### src/rtl/core/bldc_comm_pkg.sv
// ----------------------------------------------------------------------------
// bldc_comm_pkg
// Shared types, codes and lookup functions of the six-step commutator.
// ----------------------------------------------------------------------------
`default_nettype none

package bldc_comm_pkg;

  // transaction kinds on the input channel (tuser)
  localparam logic OP_TICK = 1'b0;
  localparam logic OP_CMD  = 1'b1;

  // register indexes on the configuration port
  localparam logic REG_RUN_DUTY   = 1'b0;
  localparam logic REG_BRAKE_STEP = 1'b1;

  localparam logic [15:0] RUN_DUTY_RESET   = 16'h0800;
  localparam logic [15:0] BRAKE_STEP_RESET = 16'd40;

  // frame characters
  localparam logic [7:0] CHAR_HDR   = 8'h6D; // 'm'
  localparam logic [7:0] CHAR_DASH  = 8'h2D; // '-'
  localparam logic [7:0] CHAR_RIGHT = 8'h52; // 'R'
  localparam logic [7:0] CHAR_LEFT  = 8'h4C; // 'L'
  localparam logic [7:0] CHAR_BRAKE = 8'h42; // 'B'
  localparam logic [7:0] CHAR_STOP  = 8'h53; // 'S'

  typedef enum logic [2:0] {
    MODE_IDLE  = 3'd0,
    MODE_CCW   = 3'd1,
    MODE_CW    = 3'd2,
    MODE_BRAKE = 3'd3,
    MODE_STOP  = 3'd4
  } mode_t;

  typedef enum logic [2:0] {
    REPLY_NONE  = 3'd0,
    REPLY_R_OK  = 3'd1,
    REPLY_L_OK  = 3'd2,
    REPLY_B_OK  = 3'd3,
    REPLY_STOP  = 3'd4
  } reply_t;

  typedef enum logic [1:0] {
    PH_HDR  = 2'd0,
    PH_DASH = 2'd1,
    PH_CMD  = 2'd2
  } phase_t;

  typedef struct packed {
    logic [15:0] run_duty;
    logic [15:0] brake_step;
  } cfg_t;

  typedef struct packed {
    logic       opcode;
    logic [2:0] hall_code;
    logic [7:0] command_byte;
  } item_t;

  typedef struct packed {
    logic [5:0]  gate_enable;
    logic [15:0] duty;
    logic [2:0]  step_number;
    mode_t       run_mode;
    reply_t      reply;
  } result_t;

  // hall code to step, zero for the two invalid codes
  function automatic logic [2:0] hall_to_step(input logic [2:0] hall);
    logic [2:0] s;
    case (hall)
      3'b101:  s = 3'd1;
      3'b100:  s = 3'd2;
      3'b110:  s = 3'd3;
      3'b010:  s = 3'd4;
      3'b011:  s = 3'd5;
      3'b001:  s = 3'd6;
      default: s = 3'd0;
    endcase
    return s;
  endfunction

  // gate pattern {1H,1L,2H,2L,3H,3L}; cw takes the pattern three steps on
  function automatic logic [5:0] pattern_for(input logic [2:0] step, input logic cw);
    logic [5:0] p;
    case (step)
      3'd2:    p = cw ? 6'h12 : 6'h21;
      3'd3:    p = cw ? 6'h06 : 6'h09;
      3'd4:    p = cw ? 6'h24 : 6'h18;
      3'd5:    p = cw ? 6'h21 : 6'h12;
      3'd6:    p = cw ? 6'h09 : 6'h06;
      default: p = cw ? 6'h18 : 6'h24;
    endcase
    return p;
  endfunction

endpackage

`default_nettype wire

### src/rtl/core/bldc_comm_apb.sv
// ----------------------------------------------------------------------------
// bldc_comm_apb
// Configuration registers behind a simple bus port: run duty and brake step.
// ----------------------------------------------------------------------------
`default_nettype none

module bldc_comm_apb (
  input  wire logic                 clk,
  input  wire logic                 rst,
  input  wire logic                 psel,
  input  wire logic                 penable,
  input  wire logic                 pwrite,
  input  wire logic [2:0]           paddr,
  input  wire logic [31:0]          pwdata,
  output logic      [31:0]          prdata,
  output logic                      pready,
  output bldc_comm_pkg::cfg_t       cfg
);

  logic wr_en;

  assign pready = 1'b1;
  assign wr_en  = psel & penable & pwrite;

  always_ff @(posedge clk) begin
    if (rst) begin
      cfg.run_duty   <= bldc_comm_pkg::RUN_DUTY_RESET;
      cfg.brake_step <= bldc_comm_pkg::BRAKE_STEP_RESET;
    end else if (wr_en) begin
      case (paddr[2])
        bldc_comm_pkg::REG_RUN_DUTY:   cfg.run_duty   <= pwdata[15:0];
        bldc_comm_pkg::REG_BRAKE_STEP: cfg.brake_step <= pwdata[15:0];
        default: ;
      endcase
    end
  end

  always_comb begin
    case (paddr[2])
      bldc_comm_pkg::REG_RUN_DUTY:   prdata = {16'd0, cfg.run_duty};
      bldc_comm_pkg::REG_BRAKE_STEP: prdata = {16'd0, cfg.brake_step};
      default:                       prdata = 32'd0;
    endcase
  end

endmodule

`default_nettype wire

### src/rtl/core/bldc_comm_ctrl.sv
// ----------------------------------------------------------------------------
// bldc_comm_ctrl
// Commutation state, frame parser and brake ramp; gives the state after
// each item.
// ----------------------------------------------------------------------------
`default_nettype none

module bldc_comm_ctrl (
  input  wire logic                   clk,
  input  wire logic                   rst,
  input  wire logic                   en,
  input  wire bldc_comm_pkg::item_t   item,
  input  wire bldc_comm_pkg::cfg_t    cfg,
  output bldc_comm_pkg::result_t      res
);

  logic [2:0]            step, step_next;
  logic [5:0]            pattern, pattern_next;
  logic [15:0]           duty, duty_next;
  bldc_comm_pkg::mode_t  mode, mode_next;
  bldc_comm_pkg::phase_t phase, phase_next;
  bldc_comm_pkg::reply_t reply;

  logic [2:0]  h;
  logic [2:0]  adj;
  logic        cw;
  logic [15:0] braked;

  always_ff @(posedge clk) begin
    if (rst) begin
      step    <= 3'd1;
      pattern <= 6'd0;
      duty    <= 16'd0;
      mode    <= bldc_comm_pkg::MODE_IDLE;
      phase   <= bldc_comm_pkg::PH_HDR;
    end else if (en) begin
      step    <= step_next;
      pattern <= pattern_next;
      duty    <= duty_next;
      mode    <= mode_next;
      phase   <= phase_next;
    end
  end

  always_comb begin
    h      = bldc_comm_pkg::hall_to_step(item.hall_code);
    cw     = (mode == bldc_comm_pkg::MODE_CW);
    // neighbour step in the running direction, wrapping within 1..6
    if (cw) adj = (step == 3'd1) ? 3'd6 : step - 3'd1;
    else    adj = (step == 3'd6) ? 3'd1 : step + 3'd1;
    braked = (duty > cfg.brake_step) ? duty - cfg.brake_step : 16'd0;

    step_next    = step;
    pattern_next = pattern;
    duty_next    = duty;
    mode_next    = mode;
    phase_next   = phase;
    reply        = bldc_comm_pkg::REPLY_NONE;

    if (item.opcode == bldc_comm_pkg::OP_TICK) begin
      case (mode)
        bldc_comm_pkg::MODE_CCW, bldc_comm_pkg::MODE_CW: begin
          if (h != 3'd0 && h == adj) begin
            step_next    = adj;
            pattern_next = bldc_comm_pkg::pattern_for(adj, cw);
          end else if (h != 3'd0 && h == step) begin
            pattern_next = bldc_comm_pkg::pattern_for(step, cw);
          end
        end
        bldc_comm_pkg::MODE_BRAKE: begin
          duty_next = braked;
          if (braked == 16'd0) begin
            mode_next = bldc_comm_pkg::MODE_IDLE;
            reply     = bldc_comm_pkg::REPLY_STOP;
          end
        end
        default: ;
      endcase
    end else begin
      case (phase)
        bldc_comm_pkg::PH_HDR:
          phase_next = (item.command_byte == bldc_comm_pkg::CHAR_HDR) ?
                       bldc_comm_pkg::PH_DASH : bldc_comm_pkg::PH_HDR;
        bldc_comm_pkg::PH_DASH:
          phase_next = (item.command_byte == bldc_comm_pkg::CHAR_DASH) ?
                       bldc_comm_pkg::PH_CMD : bldc_comm_pkg::PH_HDR;
        bldc_comm_pkg::PH_CMD: begin
          phase_next = bldc_comm_pkg::PH_HDR;
          case (item.command_byte)
            bldc_comm_pkg::CHAR_RIGHT, bldc_comm_pkg::CHAR_LEFT: begin
              if (item.command_byte == bldc_comm_pkg::CHAR_RIGHT) begin
                mode_next = bldc_comm_pkg::MODE_CW;
                reply     = bldc_comm_pkg::REPLY_R_OK;
              end else begin
                mode_next = bldc_comm_pkg::MODE_CCW;
                reply     = bldc_comm_pkg::REPLY_L_OK;
              end
              duty_next = cfg.run_duty;
              // an invalid hall code leaves the step alone
              if (h != 3'd0) step_next = h;
            end
            bldc_comm_pkg::CHAR_BRAKE: begin
              mode_next = bldc_comm_pkg::MODE_BRAKE;
              reply     = bldc_comm_pkg::REPLY_B_OK;
            end
            bldc_comm_pkg::CHAR_STOP: begin
              mode_next = bldc_comm_pkg::MODE_STOP;
              duty_next = 16'd0;
              reply     = bldc_comm_pkg::REPLY_STOP;
            end
            default: ;
          endcase
        end
        default: phase_next = bldc_comm_pkg::PH_HDR;
      endcase
    end

    res.gate_enable = pattern_next;
    res.duty        = duty_next;
    res.step_number = step_next;
    res.run_mode    = mode_next;
    res.reply       = reply;
  end

endmodule

`default_nettype wire

### src/rtl/core/bldc_hall_six_step_commutator_core.sv
// ----------------------------------------------------------------------------
// bldc_hall_six_step_commutator_core
// Six-step commutator driven by hall codes, control ticks and command frames.
// ----------------------------------------------------------------------------
// Usage:
//   Input stream: tuser selects a control tick or a received command byte,
//   tdata carries the hall code and the command byte. Each input transaction
//   gives exactly one output transaction with the gate enables, duty, step,
//   mode and reply as they stand after that item.
//   Configuration: run_duty at address 0, brake_step at address 4, written
//   through the bus port while no items are in flight.
// Timing:
//   An item is captured in the input register, its result computed
//   combinationally from the commutation state and held in the result
//   register, so the result passes both registers before it is valid. One item
//   per clock is sustained while the receiver keeps tready high, set by the single state update per cycle.
// Reset and stalls:
//   rst clears both pipeline registers, the state goes to step 1, idle mode,
//   zero duty and pattern, and the registers return to their defaults. When
//   the receiver holds tready low the result waits and the input register
//   still takes one more item; after that s_tready falls until room appears.
// ----------------------------------------------------------------------------
`default_nettype none

module bldc_hall_six_step_commutator_core (
  input  wire logic        clk,
  input  wire logic        rst,
  // slave stream
  input  wire logic        s_tvalid,
  output logic             s_tready,
  input  wire logic [15:0] s_tdata,   // hall_code[2:0], command_byte[10:3], zero fill
  input  wire logic [0:0]  s_tuser,   // opcode[0]
  // master stream
  output logic             m_tvalid,
  input  wire logic        m_tready,
  output logic      [31:0] m_tdata,   // gate_enable[5:0], duty[21:6], step_number[24:22],
                                      // run_mode[27:25], reply[30:28], zero fill
  // configuration port
  input  wire logic        psel,
  input  wire logic        penable,
  input  wire logic        pwrite,
  input  wire logic [2:0]  paddr,
  input  wire logic [31:0] pwdata,
  output logic      [31:0] prdata,
  output logic             pready
);

  bldc_comm_pkg::cfg_t    cfg;
  bldc_comm_pkg::item_t   in_item;
  bldc_comm_pkg::result_t res, out_res;
  logic                   in_vld;
  logic                   advance;

  bldc_comm_apb u_apb (
    .clk     (clk),
    .rst     (rst),
    .psel    (psel),
    .penable (penable),
    .pwrite  (pwrite),
    .paddr   (paddr),
    .pwdata  (pwdata),
    .prdata  (prdata),
    .pready  (pready),
    .cfg     (cfg)
  );

  // result register has room when empty or being drained this cycle
  assign advance  = in_vld & (~m_tvalid | m_tready);
  assign s_tready = ~in_vld | advance;

  always_ff @(posedge clk) begin
    if (rst) begin
      in_vld <= 1'b0;
    end else if (s_tready) begin
      in_vld <= s_tvalid;
    end
  end

  always_ff @(posedge clk) begin
    if (s_tvalid && s_tready) begin
      in_item.opcode       <= s_tuser[0];
      in_item.hall_code    <= s_tdata[2:0];
      in_item.command_byte <= s_tdata[10:3];
    end
  end

  bldc_comm_ctrl u_ctrl (
    .clk  (clk),
    .rst  (rst),
    .en   (advance),
    .item (in_item),
    .cfg  (cfg),
    .res  (res)
  );

  always_ff @(posedge clk) begin
    if (rst) begin
      m_tvalid <= 1'b0;
    end else if (advance) begin
      m_tvalid <= 1'b1;
    end else if (m_tready) begin
      m_tvalid <= 1'b0;
    end
  end

  always_ff @(posedge clk) begin
    if (advance) out_res <= res;
  end

  assign m_tdata = {1'b0, out_res.reply, out_res.run_mode, out_res.step_number,
                    out_res.duty, out_res.gate_enable};

  // step number shown is always a real step
  a_step_range: assert property (@(posedge clk) disable iff (rst)
    m_tvalid |-> (out_res.step_number != 3'd0 && out_res.step_number != 3'd7))
    else $error("step number out of range");

  // input side only stalls behind a full, stalled result register
  a_stall_cause: assert property (@(posedge clk) disable iff (rst)
    !s_tready |-> (in_vld && m_tvalid && !m_tready))
    else $error("input stalled without output back-pressure");

  // a stop reply leaves the motor idle or stopped with zero duty
  a_stop_reply: assert property (@(posedge clk) disable iff (rst)
    (m_tvalid && out_res.reply == bldc_comm_pkg::REPLY_STOP) |->
    (out_res.duty == 16'd0 && (out_res.run_mode == bldc_comm_pkg::MODE_IDLE ||
                              out_res.run_mode == bldc_comm_pkg::MODE_STOP)))
    else $error("stop reply with motor still driven");

  // nothing is presented straight out of reset
  a_reset_empty: assert property (@(posedge clk)
    rst |=> (!m_tvalid && !in_vld))
    else $error("pipeline not empty after reset");

endmodule

`default_nettype wire
### config.mk
export PLATFORM = sky130hd
export DESIGN_NAME = bldc_hall_six_step_commutator_core
export DESIGN_NICKNAME = d
export VERILOG_FILES = /design/src/rtl/core/bldc_comm_pkg.sv /design/src/rtl/core/bldc_comm_apb.sv /design/src/rtl/core/bldc_comm_ctrl.sv /design/src/rtl/core/bldc_hall_six_step_commutator_core.sv
export SDC_FILE = /design/constraint.sdc
export NUM_CORES = 1
export LEC_CHECK = 0
export ABC_AREA = 1
export BUFFER_PORTS_ARGS = -buffer_cell sky130_fd_sc_hd__buf_2
export CAP_MARGIN = 10
export CORE_MARGIN = 2
export CORE_UTILIZATION = 25
export DETAILED_ROUTE_END_ITERATION = 8
export MAX_ROUTING_LAYER = met4
export PLACE_DENSITY = 0.51
export SLEW_MARGIN = 30
export SYNTH_ARGS = -nofsm -noshare
export SYNTH_HDL_FRONTEND = slang
export SYNTH_SLANG_ARGS = --single-unit
### constraint.sdc
create_clock -name clk -period 6.35 [get_ports clk]
set_input_delay 0.3175 -clock clk [delete_from_list [all_inputs] [get_ports clk]]
set_output_delay 0.3175 -clock clk [all_outputs]
set_load 0.01 [all_outputs]
==> flow_summary.yaml <==
outcome:
  status: "finished, final reports clean"
power_and_ir_drop:
  power_per_cell_area_nw_per_um2: 229
  finalPower_w: 0.00176
  leakage_nw: 3.60
  vdd_drop_max_mv: 0.109
routing:
  dr_total_vias: 6231
  drc_errors: 0
  viasPerCell: 4.50
  dr.first_iter.drc_count: 423
  routed_wl_um: 18800
  antenna_left: 0
  dr.pass1.iters: 5
  wl_per_cell_um: 13.6
clock_network:
  htreeDepth: 3
  numCtsBuffers: 9
  clkSinkCount: 107
  clk_pin_slew_ns: 0.08
  hold_buffers: 0
  post_cts.repair.setup_buffers: 0
  clock_latency_ns: 0.36
  cts_tree: "built"
  cts_resized: 0
  cts_buffer_depth: 2
  cts-root-buf: "clkbuf_16"
floorplanning:
  core_um2: 26700
  dieArea_um2: 28300
  die_y_um: 168
  start_util: 0.252
  rows: 60
  io_pins: 126
  dieWidth_um: 168
sta:
  setup_tns_ns: 0
  slew_headroom: 0.483
  maxSlewViolCount: 0
  fin_crit_sh: 0.473
  tightest_slew_ns: 0.772
  hold_violations: 0
  fin_skew_ns: 0.0120
  finalCriticalPeriod_ns: 3.01
  clock.fmax_mhz: 333
  rsz0062_at_grt: "no"
  setup_viol: 0
layout:
  layout_commonest_cell: "nand2_1"
  utilization: 0.288
  fin_nets: 1122
  multi_input_area_um2: 3460
  n_antenna_cell: 0
  fillers: 2985
  most-common-layout-cells: "nand2_1, inv_1, o21ai_0, nor2_1, buf_2"
  drive_gt1_frac: 0.127
  regArea_um2: 2570
  area_growth_pct: 14.1
critical_path:
  required_ns: 6.42
  cp-end-kind: "flip-flop"
  arrival_ns: 3.08
  reg2regPathDepth: 15
  critical_path_class: "flip-flop to flip-flop"
  r2r_end: "m_tdata[30]$_DFFE_PP_"
  r2r-start: "u_ctrl.duty[0]$_SDFFE_PP0P_"
  worstPathMaxFanout: 16
  crit_path_start_kind: "flip-flop"
  reg2reg_setup_slack_ns: 3.34
global_route:
  grt_usage: 0.136
  grt.overflow.total: 0
  grt_pass1_wl_um: 30000
  antenna_found_initial: 0
  grt_max_degree: 56
  grt_pass1_vias: 5643
min_path:
  min_to: "in_item[11]$_DFFE_PP_"
  hold_path_class: "input port to flip-flop"
  whs_path_depth: 1
  min_from: "s_tuser"
synthesis:
  synth_area_um2: 6740
  synth_seq_cells: 107
  synth_edf_count: 43
  synth_cell_types: 45
  async_reset_ff_frac: 0
  syn_inst: 972
  yosys_most_used_dff: "dfxtp_1"
  seq_area_frac_synth: 0.382
  yosysWarningCount: 0
  synth.avg_cell_area_um2: 6.94
placed_design:
  dp.final_hpwl_um: 14500
  gp_congestion: 0.905
  port_buffers: 84
flow_run:
  cap_viol_max_count: 0
## where the power goes
group	leakage [nW]	internal (W)	switching, W
logic	2.53	0.000143	0.000292
clock network	0.131	0.000270	0.000271
registers	0.935	0.000756	0.0000274
## Yosys cell counts, types with 3 or more instances
cell type / number / area share
nand2_1: 253 / 0.14
inv_1: 123 / 0.068
o21ai_0: 90 / 0.067
nor2_1: 89 / 0.050
nand3_1: 71 / 0.053
a21oi_1: 70 / 0.052
dfxtp_1: 64 / 0.19
edfxtp_1: 43 / 0.19
clkbuf_1: 26 / 0.014
ha_1: 22 / 0.041
buf_4: 19 / 0.021
nor3_1: 11 / 0.0082
nand4_1: 10 / 0.0093
a32o_1: 8 / 0.012
inv_2: 7 / 0.0039
nand2_2: 6 / 0.0056
xor2_1: 6 / 0.0078
a31oi_1: 4 / 0.0037
clkinv_1: 4 / 0.0022
nor2_2: 4 / 0.0037
o211ai_1: 4 / 0.0045
o21ai_1: 4 / 0.0030
a32oi_1: 3 / 0.0039
and2_1: 3 / 0.0028
nand3b_1: 3 / 0.0033
## cell type report
type,count,share of cell area
Clock inverter,5,0.00472
Inverter,135,0.0662
Timing Repair Buffer,89,0.0595
Tap cell,341,0.0555
Multi-Input combinational cell,698,0.450
Clock buffer,11,0.0302
Sequential cell,107,0.334
## logic make-up after synthesis
| group | after synthesis | synth area share |
|---|---|---|
| compound gates | 194 | 0.164 |
| xor+xnor | 7 | 0.00909 |
| fa+ha+maj | 23 | 0.0438 |
| buf+inv | 183 | 0.114 |
| flops | 107 | 0.382 |
| other cells | 2 | 0.00111 |
| simple gates | 456 | 0.286 |
## worst max path at each step
stage,from,end,slack (ns),depth (start not counted)
after CTS,u_ctrl.duty[0]$_SDFFE_PP0P_,m_tdata[30]$_DFFE_PP_,3.37,15
final,u_ctrl.duty[0]$_SDFFE_PP0P_,m_tdata[30]$_DFFE_PP_,3.34,15
after detailed placement,u_ctrl.duty[0]$_SDFFE_PP0P_,m_tdata[30]$_DFFE_PP_,3.38,15
after global routing,u_ctrl.duty[0]$_SDFFE_PP0P_,m_tdata[30]$_DFFE_PP_,3.20,15
after global placement,u_ctrl.duty[0]$_SDFFE_PP0P_,m_tdata[30]$_DFFE_PP_,3.43,15
after floorplan,u_ctrl.duty[0]$_SDFFE_PP0P_,m_tdata[30]$_DFFE_PP_,4.10,15
## critical path, stage by stage, from the launching register on
cell and delay [ns]:
dfxtp_1 0.36, inv_1 0.07, ha_1 0.22, fa_1 0.44, inv_1 0.12, nand2_1 0.08
nand2_1 0.06, nand3_1 0.08, nand2_1 0.11, nand2_2 0.08, a21oi_4 0.37, nand3_1 0.27
nand2_1 0.13, nor2_1 0.05, nand3_1 0.15, o21ai_0 0.14
## metal layers
layer  vias to the layer above  wire, um  GRT usage
met5                         -         0          -
met4                         0       332     0.0416
met3                        18       745     0.0181
met2                       148      7700      0.192
met1                      2786     10100      0.201
li1                       3279         -          -
## sequential cells by signal (all words and copies together), names as in the netlist
register,flops
u_ctrl.step,3
u_apb.cfg,32
u_ctrl.pattern,6
u_ctrl.phase,2
in_item,12
m_tdata,31
u_ctrl.mode,3
in_vld,1
u_ctrl.duty,16
m_tvalid,1
## through the flow
step	instances	instance area, um2	hold WS (ns)	setup WS, ns
4_1_cts	1386	7690	0.113	3.37
2_1_floorplan	988	6800	0.416	4.10
6_report	1386	7690	0.131	3.34
3_3_place_gp	1370	7420	0.471	3.43
3_5_place_dp	1370	7420	0.475	3.38
5_1_grt	1386	7690	0.114	3.20
(Power assumes the default switching activity.)
